$ cat config.mk
export PLATFORM = sky130hd
export DESIGN_NAME = bms_core
export DESIGN_NICKNAME = d
export VERILOG_FILES = /design/src/hw/rtl/bms_pkg.sv /design/src/hw/rtl/bms_core.sv
export SDC_FILE = /design/constraint.sdc
export NUM_CORES = 1
export LEC_CHECK = 0
export ABC_CLOCK_PERIOD_IN_PS = 4700
export BUFFER_PORTS_ARGS = -buffer_cell sky130_fd_sc_hd__buf_2
export CORE_ASPECT_RATIO = 1.2
export CORE_MARGIN = 2
export CORE_UTILIZATION = 51
export CTS_CLUSTER_SIZE = 20
export DETAILED_ROUTE_END_ITERATION = 16
export GPL_TIMING_DRIVEN = 0
export PLACE_DENSITY = 0.86
export REMOVE_ABC_BUFFERS = 1
export SETUP_SLACK_MARGIN = 0.15
export SYNTH_ARGS = -nofsm -noshare
export SYNTH_HDL_FRONTEND = slang
export SYNTH_SLANG_ARGS = --single-unit
$ cat constraint.sdc
create_clock -name clk -period 4.7 [get_ports clk]
set_input_delay 0.47 -clock clk [delete_from_list [all_inputs] [get_ports clk]]
set_output_delay 0.47 -clock clk [all_outputs]
set_load 0.01 [all_outputs]
$ cat src/hw/rtl/bms_pkg.sv
`default_nettype none

package bms_pkg;

    localparam int TIMER_WIDTH_DEFAULT = 16;
    localparam int MAX_CHOICES = 15;
    localparam int REG_WIDTH = 16;
    localparam int CFG_INDEX_WIDTH = 3;
    localparam int INDEX_WIDTH = 4;
    localparam int PHASE_WIDTH = 3;
    localparam int SIG_WIDTH = 3;
    localparam int CHOICE_CMP_WIDTH = 8;
    localparam int SHOW_LIMIT = 7;

    typedef enum logic [CFG_INDEX_WIDTH-1:0] {
        REG_SELECT_MODE       = 3'd0,
        REG_HOLD_TICKS        = 3'd1,
        REG_CYCLE_TICKS       = 3'd2,
        REG_CONFIRM_TICKS     = 3'd3,
        REG_SELECT_WAIT_TICKS = 3'd4,
        REG_SIGNATURE_COUNT   = 3'd5,
        REG_PROGRAM_COUNT     = 3'd6
    } cfg_index_t;

    typedef enum logic [2:0] {
        LED_NONE   = 3'd0,
        LED_OFF    = 3'd1,
        LED_SHOW   = 3'd2,
        LED_FLASH3 = 3'd3,
        LED_FLASH4 = 3'd4
    } led_t;

    typedef enum logic [1:0] {
        BAL_NONE    = 2'd0,
        BAL_ENABLE  = 2'd1,
        BAL_DISABLE = 2'd2
    } bal_t;

    typedef struct packed {
        logic                   select_mode;
        logic [REG_WIDTH-1:0]   hold_ticks;
        logic [REG_WIDTH-1:0]   cycle_ticks;
        logic [REG_WIDTH-1:0]   confirm_ticks;
        logic [REG_WIDTH-1:0]   select_wait_ticks;
        logic [SIG_WIDTH-1:0]   signature_count;
        logic [INDEX_WIDTH-1:0] program_count;
    } cfg_t;

    typedef struct packed {
        logic                   busy_res;
        logic [PHASE_WIDTH-1:0] phase;
        logic [INDEX_WIDTH-1:0] current_index;
        led_t                   led_action;
        bal_t                   balance_action;
        logic                   light_pipe_active;
        logic                   teach_request;
        logic                   program_done;
        logic [INDEX_WIDTH-1:0] program_choice;
    } result_t;

endpackage

`default_nettype wire

$ cat src/hw/rtl/bms_core.sv
`default_nettype none

module bms_core import bms_pkg::*;
#(
    parameter int TIMER_WIDTH = TIMER_WIDTH_DEFAULT
)
(
    input  wire logic clk,
    input  wire logic rst_n,
    input  wire logic accept,
    input  wire logic button_pressed,
    input  cfg_t      cfg,
    output result_t   res_next
);

    localparam int CMP_WIDTH = (TIMER_WIDTH > REG_WIDTH) ? TIMER_WIDTH : REG_WIDTH;

    typedef enum logic [5:0] {
        PH_IDLE    = 6'b000001,
        PH_HOLD    = 6'b000010,
        PH_CYCLE   = 6'b000100,
        PH_CONFIRM = 6'b001000,
        PH_COMMIT  = 6'b010000,
        PH_LOCKOUT = 6'b100000
    } state_t;

    state_t                 st_reg;
    state_t                 st_next;
    logic [INDEX_WIDTH-1:0] idx_reg;
    logic [INDEX_WIDTH-1:0] idx_next;
    logic [TIMER_WIDTH-1:0] el_reg;
    logic [TIMER_WIDTH-1:0] el_next;
    logic                   pf_reg;
    logic                   pf_next;

    logic                      few_programs;
    logic [TIMER_WIDTH-1:0]    el_inc;
    logic [INDEX_WIDTH:0]      idx_inc;
    logic [CHOICE_CMP_WIDTH-1:0] progs;
    logic                      hold_to;
    logic                      cycle_to;
    logic                      confirm_to;
    logic                      wait_to;
    led_t                      led;
    bal_t                      bal;
    logic                      teach;
    logic                      done;
    logic [INDEX_WIDTH-1:0]    choice;

    function automatic led_t show_led(input logic [INDEX_WIDTH-1:0] idx);
        show_led = (idx <= INDEX_WIDTH'(SHOW_LIMIT)) ? LED_SHOW : LED_NONE;
    endfunction

    function automatic logic [PHASE_WIDTH-1:0] phase_code(input state_t st);
        logic [PHASE_WIDTH-1:0] code;
        unique case (st)
            PH_HOLD:    code = 3'd1;
            PH_CYCLE:   code = 3'd2;
            PH_CONFIRM: code = 3'd3;
            PH_COMMIT:  code = 3'd4;
            PH_LOCKOUT: code = 3'd5;
            default:    code = 3'd0;
        endcase
        return code;
    endfunction

    assign few_programs = cfg.select_mode && (cfg.program_count <= 4'd1);
    assign el_inc = (el_reg == '1) ? el_reg : el_reg + 1'b1;
    assign idx_inc = {1'b0, idx_reg} + 1'b1;
    assign progs = (CHOICE_CMP_WIDTH'(cfg.program_count) > CHOICE_CMP_WIDTH'(MAX_CHOICES)) ?
                   CHOICE_CMP_WIDTH'(MAX_CHOICES) : CHOICE_CMP_WIDTH'(cfg.program_count);

    assign hold_to    = CMP_WIDTH'(el_inc) > CMP_WIDTH'(cfg.hold_ticks);
    assign cycle_to   = CMP_WIDTH'(el_inc) > CMP_WIDTH'(cfg.cycle_ticks);
    assign confirm_to = CMP_WIDTH'(el_inc) > CMP_WIDTH'(cfg.confirm_ticks);
    assign wait_to    = CMP_WIDTH'(el_inc) > CMP_WIDTH'(cfg.select_wait_ticks);

    always_comb
    begin
        st_next  = st_reg;
        idx_next = idx_reg;
        el_next  = el_reg;
        pf_next  = pf_reg;
        led      = LED_NONE;
        bal      = BAL_NONE;
        teach    = 1'b0;
        done     = 1'b0;
        choice   = '0;

        if (few_programs)
        begin
            done = 1'b1;
        end
        else
        begin
            el_next = el_inc;
            if (!cfg.select_mode)
            begin
                unique case (st_reg)
                    PH_IDLE:
                    begin
                        if (button_pressed)
                        begin
                            el_next = '0;
                            st_next = PH_HOLD;
                            led = LED_OFF;
                        end
                    end
                    PH_HOLD:
                    begin
                        if (!button_pressed)
                        begin
                            st_next = PH_IDLE;
                        end
                        else if (hold_to)
                        begin
                            idx_next = '0;
                            el_next = '0;
                            led = LED_SHOW;
                            st_next = PH_CYCLE;
                        end
                    end
                    PH_CYCLE:
                    begin
                        if (!button_pressed)
                        begin
                            led = LED_FLASH3;
                            el_next = '0;
                            if (idx_reg == '0)
                                bal = BAL_ENABLE;
                            else
                                pf_next = 1'b1;
                            st_next = PH_CONFIRM;
                        end
                        else if (cycle_to)
                        begin
                            el_next = '0;
                            idx_next = (idx_inc > (INDEX_WIDTH+1)'(cfg.signature_count)) ?
                                       '0 : idx_inc[INDEX_WIDTH-1:0];
                            led = show_led(idx_next);
                        end
                    end
                    PH_CONFIRM:
                    begin
                        if (button_pressed)
                        begin
                            el_next = '0;
                            st_next = PH_COMMIT;
                        end
                        else if (confirm_to)
                        begin
                            pf_next = 1'b0;
                            st_next = PH_IDLE;
                            led = LED_OFF;
                        end
                    end
                    PH_COMMIT:
                    begin
                        if (!button_pressed)
                        begin
                            pf_next = 1'b0;
                            st_next = PH_IDLE;
                            if (idx_reg == '0)
                            begin
                                bal = BAL_DISABLE;
                                led = LED_FLASH4;
                            end
                            else
                            begin
                                teach = 1'b1;
                                led = LED_OFF;
                            end
                        end
                        else if (hold_to)
                        begin
                            if (idx_reg == '0)
                                bal = BAL_DISABLE;
                            pf_next = 1'b0;
                            led = LED_OFF;
                            st_next = PH_LOCKOUT;
                        end
                    end
                    PH_LOCKOUT:
                    begin
                        if (!button_pressed)
                        begin
                            pf_next = 1'b0;
                            st_next = PH_IDLE;
                            led = LED_OFF;
                        end
                    end
                    default:
                    begin
                        pf_next = 1'b0;
                        st_next = PH_IDLE;
                        led = LED_OFF;
                    end
                endcase
            end
            else
            begin
                unique case (st_reg)
                    PH_IDLE:
                    begin
                        el_next = '0;
                        st_next = PH_HOLD;
                        led = show_led(idx_reg);
                    end
                    PH_HOLD:
                    begin
                        if (button_pressed)
                        begin
                            el_next = '0;
                            idx_next = INDEX_WIDTH'(1);
                            led = LED_SHOW;
                            st_next = PH_CYCLE;
                        end
                        else if (wait_to)
                        begin
                            pf_next = 1'b0;
                            st_next = PH_IDLE;
                            led = LED_FLASH4;
                            done = 1'b1;
                        end
                    end
                    PH_CYCLE:
                    begin
                        if (!button_pressed)
                        begin
                            choice = idx_reg;
                            pf_next = 1'b0;
                            st_next = PH_IDLE;
                            led = LED_FLASH4;
                            done = 1'b1;
                        end
                        else if (cycle_to)
                        begin
                            el_next = '0;
                            idx_next = (CHOICE_CMP_WIDTH'(idx_inc) > progs) ?
                                       INDEX_WIDTH'(1) : idx_inc[INDEX_WIDTH-1:0];
                            led = show_led(idx_next);
                        end
                    end
                    default:
                    begin
                        pf_next = 1'b0;
                        st_next = PH_IDLE;
                        led = LED_OFF;
                    end
                endcase
            end
        end
    end

    always_comb
    begin
        res_next.busy_res          = (st_next != PH_IDLE);
        res_next.phase             = phase_code(st_next);
        res_next.current_index     = idx_next;
        res_next.led_action        = led;
        res_next.balance_action    = bal;
        res_next.light_pipe_active = pf_next;
        res_next.teach_request     = teach;
        res_next.program_done      = done;
        res_next.program_choice    = choice;
    end

    always_ff @(posedge clk or negedge rst_n)
    begin
        if (!rst_n)
        begin
            st_reg  <= PH_IDLE;
            idx_reg <= '0;
            el_reg  <= '0;
            pf_reg  <= 1'b0;
        end
        else if (accept)
        begin
            st_reg  <= st_next;
            idx_reg <= idx_next;
            el_reg  <= el_next;
            pf_reg  <= pf_next;
        end
    end

    // With too few programs a transaction must leave the sequence state alone.
    assert property (@(posedge clk) disable iff (!rst_n)
        accept && few_programs |=> $stable(st_reg) && $stable(el_reg) && $stable(idx_reg))
        else $error("sequence state changed while program count is below two");

    assert property (@(posedge clk) disable iff (!rst_n)
        accept && res_next.teach_request |->
            !res_next.busy_res && res_next.current_index != '0 && !res_next.program_done)
        else $error("teach request without a return to idle on a nonzero index");

    assert property (@(posedge clk) disable iff (!rst_n)
        accept && res_next.program_choice != '0 |->
            res_next.program_done && cfg.select_mode)
        else $error("program choice given without a final select-mode choice");

endmodule

`default_nettype wire

# Yosys cells after proc, flatten, opt, wreduce, memory -nomap -nowiden
# Cells that the tools add are included.
[classes]
addsub = 2
n_lt_le_gt_ge = 10
n_eq_ne = 13
mux = 97
bitwise_logic = 1
reduce_logical = 5
[op_table]
columns = ["operator", "n"]
rows = [
  ["two-way mux 16 bit", 8],
  ["case mux 16 bit (3 select lines)", 2],
  ["two-way mux 6 bit", 13],
  ["> comparator 16 bit", 4],
  ["two-way mux 4 bit", 15],
  ["case mux 6 bit (6 select lines)", 1],
  ["two-way mux 1 bit", 28],
  ["two-way mux 2 bit", 13],
  ["two-way mux 3 bit", 7],
  ["case mux 3 bit (6 select lines)", 1],
  ["case mux 6 bit (3 select lines)", 1],
  ["adder 16 x 1 -> 16 bit (second input constant)", 1],
  ["== test 16 bit (second input constant)", 1],
  ["case mux 4 bit (2 select lines)", 2],
  ["case mux 3 bit (5 select lines)", 1],
  ["== test 6 x 2 -> 1 bit (second input constant)", 2],
  ["== test 6 x 3 -> 1 bit (second input constant)", 2],
  ["== test 6 x 4 -> 1 bit (second input constant)", 2],
  ["== test 6 x 5 -> 1 bit (second input constant)", 2],
  ["== test 6 bit (second input constant)", 2],
  ["<= comparator 4 x 3 -> 1 bit (second input constant)", 3],
  ["case mux 3 bit (3 select lines)", 1],
  ["== test 6 x 1 -> 1 bit (second input constant)", 1],
  ["inequality test 6 x 1 -> 1 bit (second input constant)", 1],
  ["13 further kinds", 14],
]
[totals]
reg_bits = 27
word_cells = 132

# Logic depth before layout (Yosys ltp)
# Gate-level depths: netlist (run 1).
[logic_depth]
ltp_word = 10
ltp_mapped = 21

# Least setup slack after synthesis (run 1)
# OpenSTA, ideal clock, no wires.
[synth_path]
kind = "register to output"
startpoint = "register el_reg[0]"
endpoint = "output res_next[19] in the netlist's numbering"
arrival_ps = 4499
t_required_ps = 4230
slack_ps = -269
path_stages_with_launch = 19
n_path_buf = 1
cell_sequence = "dfrtp_1 ha_1 and3_1 and3_1 a21oi_1 and3_1 clkbuf_1 nand3_1 nor2_1 xor2_1 ha_1 nand4_1 or3_1 a211oi_1 a211oi_1 nor4_1 o22a_1 mux2_2 or4b_1"
[synth_rtl]
columns = ["element", "line", "source"]
rows = [
  ["from (decl)", "bms_core.sv:31", "logic [TIMER_WIDTH-1:0] el_reg;"],
  ["from (signal assigned)", "bms_core.sv:281", "el_reg <= el_next;"],
  ["to (decl)", "bms_core.sv:13", "output result_t res_next"],
]

==> results of run 1 <==
-- worst max-delay path: stages, from the launching register on --
cell,delay (ns)
dfrtp_2,0.45
ha_4,0.17
and3_4,0.18
and3_4,0.18
a21oi_2,0.14
and3_4,0.24
and3_4,0.22
nand2_4,0.07
xnor2_4,0.18
ha_4,0.31
nand4_1,0.12
or3_4,0.41
buf_4,0.18
nor2_2,0.17
a211oi_4,0.07
nor4_2,0.31
o22a_1,0.22
mux2_4,0.18
or4b_1,0.45
buf_2,0.16
-- final cells by class --
| class | count | area (µm²) | share of cell area |
|---|---|---|---|
| multi-input cells | 459 | 3790 | 0.660 |
| repair buffers | 131 | 773 | 0.135 |
| flip-flops and latches | 27 | 686 | 0.119 |
| inverters | 81 | 304 | 0.0529 |
| well taps | 117 | 146 | 0.0255 |
| clock buffers | 3 | 41.3 | 0.00719 |
| clock inverters | 1 | 5.00 | 0.000871 |
-- Yosys cell counts, types with 11 or more instances --
library cell,count
inv_1,80
ha_1,70
nand2_1,57
o21ai_0,39
nor2_1,36
a21oi_1,33
nand3_1,32
dfrtp_1,26
nor3_1,15
clkbuf_1,14
a21o_1,13
nand4_1,13
and3_1,11
xnor2_1,11
-- metrics by stage --
step	cell area, µm²	utilization	power, mW
detailed placement	4880	0.576	0.704
global placement	4870	0.574	0.676
finish	5750	0.678	0.964
global route	5750	0.678	1.02
floorplan	4240	-	0.567
CTS	5460	0.644	0.893
-- repair_timing --
action	4_1_cts	5_1_grt
pin swaps	27	26
endpoints found under the setup margin	40	26
resized for setup	70	33
buffers inserted	21	14
cloned	0	0
-- layer usage --
metal  vias to the layer above  track usage
met4                         0        0.174
met3                       101       0.0384
li1                       2336            -
met5                         -            0
met2                       380        0.504
met1                      2338        0.359
-- layout by cell type, fill, tap and decap left out, types with 9 or more instances in the layout --
| cell type | synthesis | layout |
|---|---|---|
| buf_2 | 3 | 95 |
| ha_1 | 70 | 63 |
| nand4_1 | 13 | 13 |
| nand2_1 | 57 | 55 |
| a22o_1 | 9 | 9 |
| o21ai_0 | 39 | 36 |
| nand3_1 | 32 | 28 |
| inv_1 | 80 | 80 |
| dfrtp_1 | 26 | 19 |
| nor3_1 | 15 | 10 |
| buf_4 | 5 | 31 |
| nor2_1 | 36 | 31 |
| a21oi_1 | 33 | 31 |
| a21o_1 | 13 | 13 |
-- report_power, final --
group / internal [mW] / switching (mW)
clock: 0.0599 / 0.0887
sequential: 0.252 / 0.0325
combinational: 0.216 / 0.314
total: 0.528 / 0.436
-- worst max path at each step --
| stage | to | startpoint | depth (start not counted) |
|---|---|---|---|
| floorplan | res_next[19] | el_reg[0] | 17 |
| global placement | res_next[19] | el_reg[0] | 18 |
| detailed placement | res_next[19] | el_reg[0] | 18 |
| CTS | res_next[19] | el_reg[0] | 18 |
| global route | res_next[19] | el_reg[0] | 19 |
| finish | res_next[19] | el_reg[0] | 19 |
-- cells by family after synthesis --
kind of cell,count (synthesis)
fa+ha+maj,70
buf+inv,106
simple gates,205
xor+xnor,20
mux,2
flops,27
compound gates,162
==> flow_metrics.tcl, run 1 <==
set metrics [dict create \
    status "finished, violations left" \
    violations "negative setup slack" \
    finalHoldViolCount 0 \
    clock_path_buffers 2 \
    netlist_instances 592 \
    reg2reg_slack_ns 0.24 \
    nNetsFinal 849 \
    crit_type "reg2out" \
    fin_crit_sh 1.10 \
    ios 96 \
    synth_top_area_cell "ha_1" \
    antenna_cells 0 \
    leakagePower_nw 2.96 \
    cts_tree "built" \
    cp.arrival_ns 4.68 \
    drc_errors 0 \
    num-fill-cells 645 \
    root_buffer "clkbuf_8" \
    crit_path_start_kind "flip-flop" \
    place_hpwl_um 9770 \
    grt_pass1_wl_um 22800 \
    drt-met1-wl_um 5350 \
    cap_violations 0 \
    crit_path_max_fanout 4 \
    relSlewSlack 0.273 \
    fin_cells 819 \
    drive_gt1_frac 0.318 \
    rsz0062_at_grt "true" \
    grt_pass1_vias 5037 \
    synth_area_mm2 0.00438 \
    finalWirelength_um 14900 \
    seq_area_frac_synth 0.155 \
    drtAntennaViolNets 0 \
    synth_ff_type "dfrtp_1" \
    max_freq_ghz 0.194 \
    port_buffers 95 \
    wire_per_inst_um 18.2 \
    drt_iter0_markers 372 \
    cts_sinks 27 \
    required_ns 4.23 \
    yosysUniqueCellTypes 75 \
    route.met3.wl_um 1310 \
    r2r_cells 23 \
    area_delta_synth_final_pct 31.3 \
    timing.rr.start "el_reg[0]" \
    setup_ws_ns -0.454 \
    setup-tns-final_ns -2.34 \
    synth_top_family_by_area "compound AO/OA/AOI/OAI gates" \
    skew_ns 0.00939 \
    die_width_um 88.6 \
    yosysWarningCount 0 \
    highest_layer "met4" \
    worstSetupEndpointType "primary output" \
    fin_hold_ws_ns 0.208 \
    die_h_um 105 \
    dp_slack_ns -1.02 \
    grt_util_all_layers 0.300 \
    largest_reg_flops 16 \
    hp-class "in2async" \
    die-area_mm2 0.00934 \
    wl_met2_um 7200 \
    synth-simple-area-share 0.244 \
    synth_xor_area_frac 0.0432 \
    vias 5155 \
    avgSynthCellArea_um2 7.39 \
    final-max-slew-violation-count 0 \
    cts_made_buffers 3 \
    gr-total-overflow 0 \
    synth_top_area_share 0.200 \
    min_period_ns 5.15 \
    cts.hold.buffers_added 0 \
    tightest_slew_ns 1.08 \
    gp_congestion 0.924 \
    async_reset_ff_frac 1.00 \
    ir_drop_v 0.000156 \
    synth-compound-area-share 0.254 \
    power.density_mw_per_mm2 168 \
    antenna_found_initial 0 \
    synthAdderAreaFrac 0.200 \
    routed_via_density 6.29 \
    ys_top_cells_by_area "ha_1 20%, dfrtp_1 15%, inv_1 6.9%" \
    htree_levels 1 \
    initial_core_util 0.516 \
    row_count 37 \
    cts.clk_slew.worst_paths_ns 0.10 \
    timing.rr.end "el_reg[13]" \
    synth_edf_count 0 \
    clock_latency_ns 0.29 \
    ys_seq_elements 27 \
    dp.cells 780 \
    grt_max_degree 28 \
    drt_first_pass_iters 5 \
    muxShareOfSynthArea 0.00486 \
    core_mm2 0.00847 \
    setup_viol 11 \
]
Note: power is estimated with default switching activity, not from simulation.
==> run 2, diff against run 1 <==
--- a/config.mk
+++ b/config.mk
@@ -13,9 +13,10 @@
 export CTS_CLUSTER_SIZE = 20
 export DETAILED_ROUTE_END_ITERATION = 16
 export GPL_TIMING_DRIVEN = 0
-export PLACE_DENSITY = 0.86
+export PLACE_DENSITY = 0.87
 export REMOVE_ABC_BUFFERS = 1
 export SETUP_SLACK_MARGIN = 0.15
 export SYNTH_ARGS = -nofsm -noshare
 export SYNTH_HDL_FRONTEND = slang
 export SYNTH_SLANG_ARGS = --single-unit
+export TNS_END_PERCENT = 10
==> run 2 against run 1 <==
  * The run still ends with negative setup slack left
  * Cell count decreased by 0.61%
  * Critical path depth decreased by 1
  * Cell area decreased by 3.5%
  * Via count is 2.7% lower
  * Sequential share of layout area is 0.37 points higher
  * Critical endpoint unchanged
  * Largest power group unchanged
==> flow_metrics.tcl, run 2 (synthesized netlist as in run 1, its figures left out) <==
set metrics [dict create \
    die_h_um 105 \
    grt_pass1_vias 4772 \
    power.switching_uw 413 \
    power.density_mw_per_mm2 167 \
    drc_errors 0 \
    die-area_mm2 0.00934 \
    grt_pass1_wl_um 21400 \
    mostFrequentLayoutCell "buf_2" \
    cts_tree "built" \
    htree_levels 1 \
    finalHoldViolCount 0 \
    clkPwrFrac 0.161 \
    seqPwrFrac 0.308 \
    setup-tns-final_ns -3.02 \
    place_hpwl_um 9760 \
    gr-total-overflow 0 \
    cts.clk_slew.worst_paths_ns 0.11 \
    violations "negative setup slack" \
    placed_cell_area_mm2 0.00487 \
    rsz0062_at_grt "true" \
    swShare 0.446 \
    status "finished, violations left" \
    final-max-slew-violation-count 0 \
    fin_cells 814 \
    cts_sinks 27 \
    worstSetupEndpointType "primary output" \
    relSlewSlack 0.229 \
    row_count 37 \
    clock_path_buffers 2 \
    grt_util_all_layers 0.282 \
    p_comb_frac 0.532 \
    die_width_um 88.6 \
    antenna_found_initial 0 \
    cap_violations 0 \
    ios 96 \
    drtAntennaViolNets 0 \
    port_buffers 95 \
    cts.hold.buffers_added 0 \
    setup_ws_ns -0.543 \
    skew_ns 0.0106 \
    core_mm2 0.00847 \
    fin_area_mm2 0.00554 \
    setup_viol 12 \
    area_delta_synth_final_pct 26.7 \
    cts_made_buffers 3 \
    num-fill-cells 672 \
    vias 5018 \
    clock_latency_ns 0.29 \
    layout_common_cells "95 x buf_2, 80 x inv_1, 67 x ha_1, 56 x nand2_1, 34 x o21ai_0" \
    hp-class "in2async" \
    drt_first_pass_iters 5 \
    required_ns 4.23 \
    gp_congestion 0.927 \
    drive_gt1_frac 0.283 \
    ir_drop_v 0.000144 \
    finalWirelength_um 13700 \
    min_period_ns 5.24 \
    grt_max_degree 28 \
    antenna_cells 0 \
    cp.arrival_ns 4.77 \
    tightest_slew_ns 1.15 \
    leakagePower_nw 2.91 \
    crit_type "reg2out" \
    initial_core_util 0.516 \
    max_freq_ghz 0.191 \
    crit_path_max_fanout 5 \
    final_util 0.654 \
    drt_iter0_markers 303 \
    wire_per_inst_um 16.9 \
    nNetsFinal 844 \
    root_buffer "clkbuf_8" \
    intPower_uw 513 \
    crit_path_start_kind "flip-flop" \
    fin_crit_sh 1.12 \
    largest_reg_flops 16 \
    dp.cells 779 \
    routed_via_density 6.16 \
]
-- run 2: cell types whose count changed in the layout (fill, tap and decap cells not counted), sizes merged --
cell / previous run / this run
buf: 131 / 126
-- run 2: stage by stage --
| stage | total power [mW] | hold slack, ns | worst slack [ns] |
|---|---|---|---|
| CTS | 0.889 | 0.222 | -0.335 |
| global route | 0.982 | 0.256 | -0.672 |
| floorplan | 0.567 | 0.174 | -0.176 |
| global placement | 0.676 | 0.500 | -0.872 |
| detailed placement | 0.703 | 0.512 | -0.947 |
| finish | 0.926 | 0.193 | -0.543 |
-- run 2: critical path: stages, from the launching register on --
cell	delay, ns
dfrtp_2	0.45
ha_4	0.17
and3_4	0.19
and3_4	0.19
a21oi_4	0.13
and3_4	0.26
and3_4	0.22
nand2_4	0.07
xnor2_4	0.18
ha_4	0.31
nand4_1	0.25
nor4_4	0.38
nor4b_4	0.39
o31ai_4	0.10
a31oi_1	0.20
o2bb2ai_2	0.18
nand3_1	0.14
or4b_1	0.53
buf_2	0.16
-- run 2: layout make-up --
class	count	area, µm²	share of cell area
well taps	117	146	0.0264
clock buffers	3	41.3	0.00745
clock inverters	1	5.00	0.000903
inverters	81	304	0.0549
repair buffers	126	708	0.128
flip-flops and latches	27	682	0.123
multi-input cells	459	3650	0.660
-- run 2: final timing paths --
check | cells after the start | slack [ns] | to | startpoint
max | 18 | -0.54 | res_next[19] | el_reg[0]
min reg2reg | 2 | 0.58 | el_reg[4] | el_reg[4]
max in group asynchronous | 1 | 4.03 | el_reg[0] | rst_n
min in group clk | 2 | 0.57 | st_reg[4] | accept
max reg2reg | 18 | 0.14 | el_reg[11] | el_reg[0]
min | 1 | 0.19 | idx_reg[1] | rst_n
-- run 2: power groups by stage --
| stage | Sequential (mW) | Clock (mW) | Combinational, mW |
|---|---|---|---|
| after floorplan | 0.280 | 0 | 0.287 |
| after global placement | 0.288 | 0 | 0.388 |
| after detailed placement | 0.289 | 0 | 0.414 |
| after CTS | 0.283 | 0.147 | 0.459 |
| after global routing | 0.287 | 0.155 | 0.540 |
| final | 0.285 | 0.149 | 0.492 |
-- run 2: timing repair --
action	in CTS	in global routing
pin swaps	18	18
gates cloned	0	0
gates resized for setup	55	20
setup endpoints to repair	40	25
buffers inserted	17	14
-- run 2: layer usage --
| layer | vias to the layer above | track usage | wire length [µm] |
|---|---|---|---|
| li1 | 2337 | - | - |
| met1 | 2296 | 0.336 | 5200 |
| met2 | 321 | 0.494 | 6710 |
| met3 | 64 | 0.0337 | 1170 |
| met4 | 0 | 0.128 | 641 |
| met5 | - | 0 | 0 |
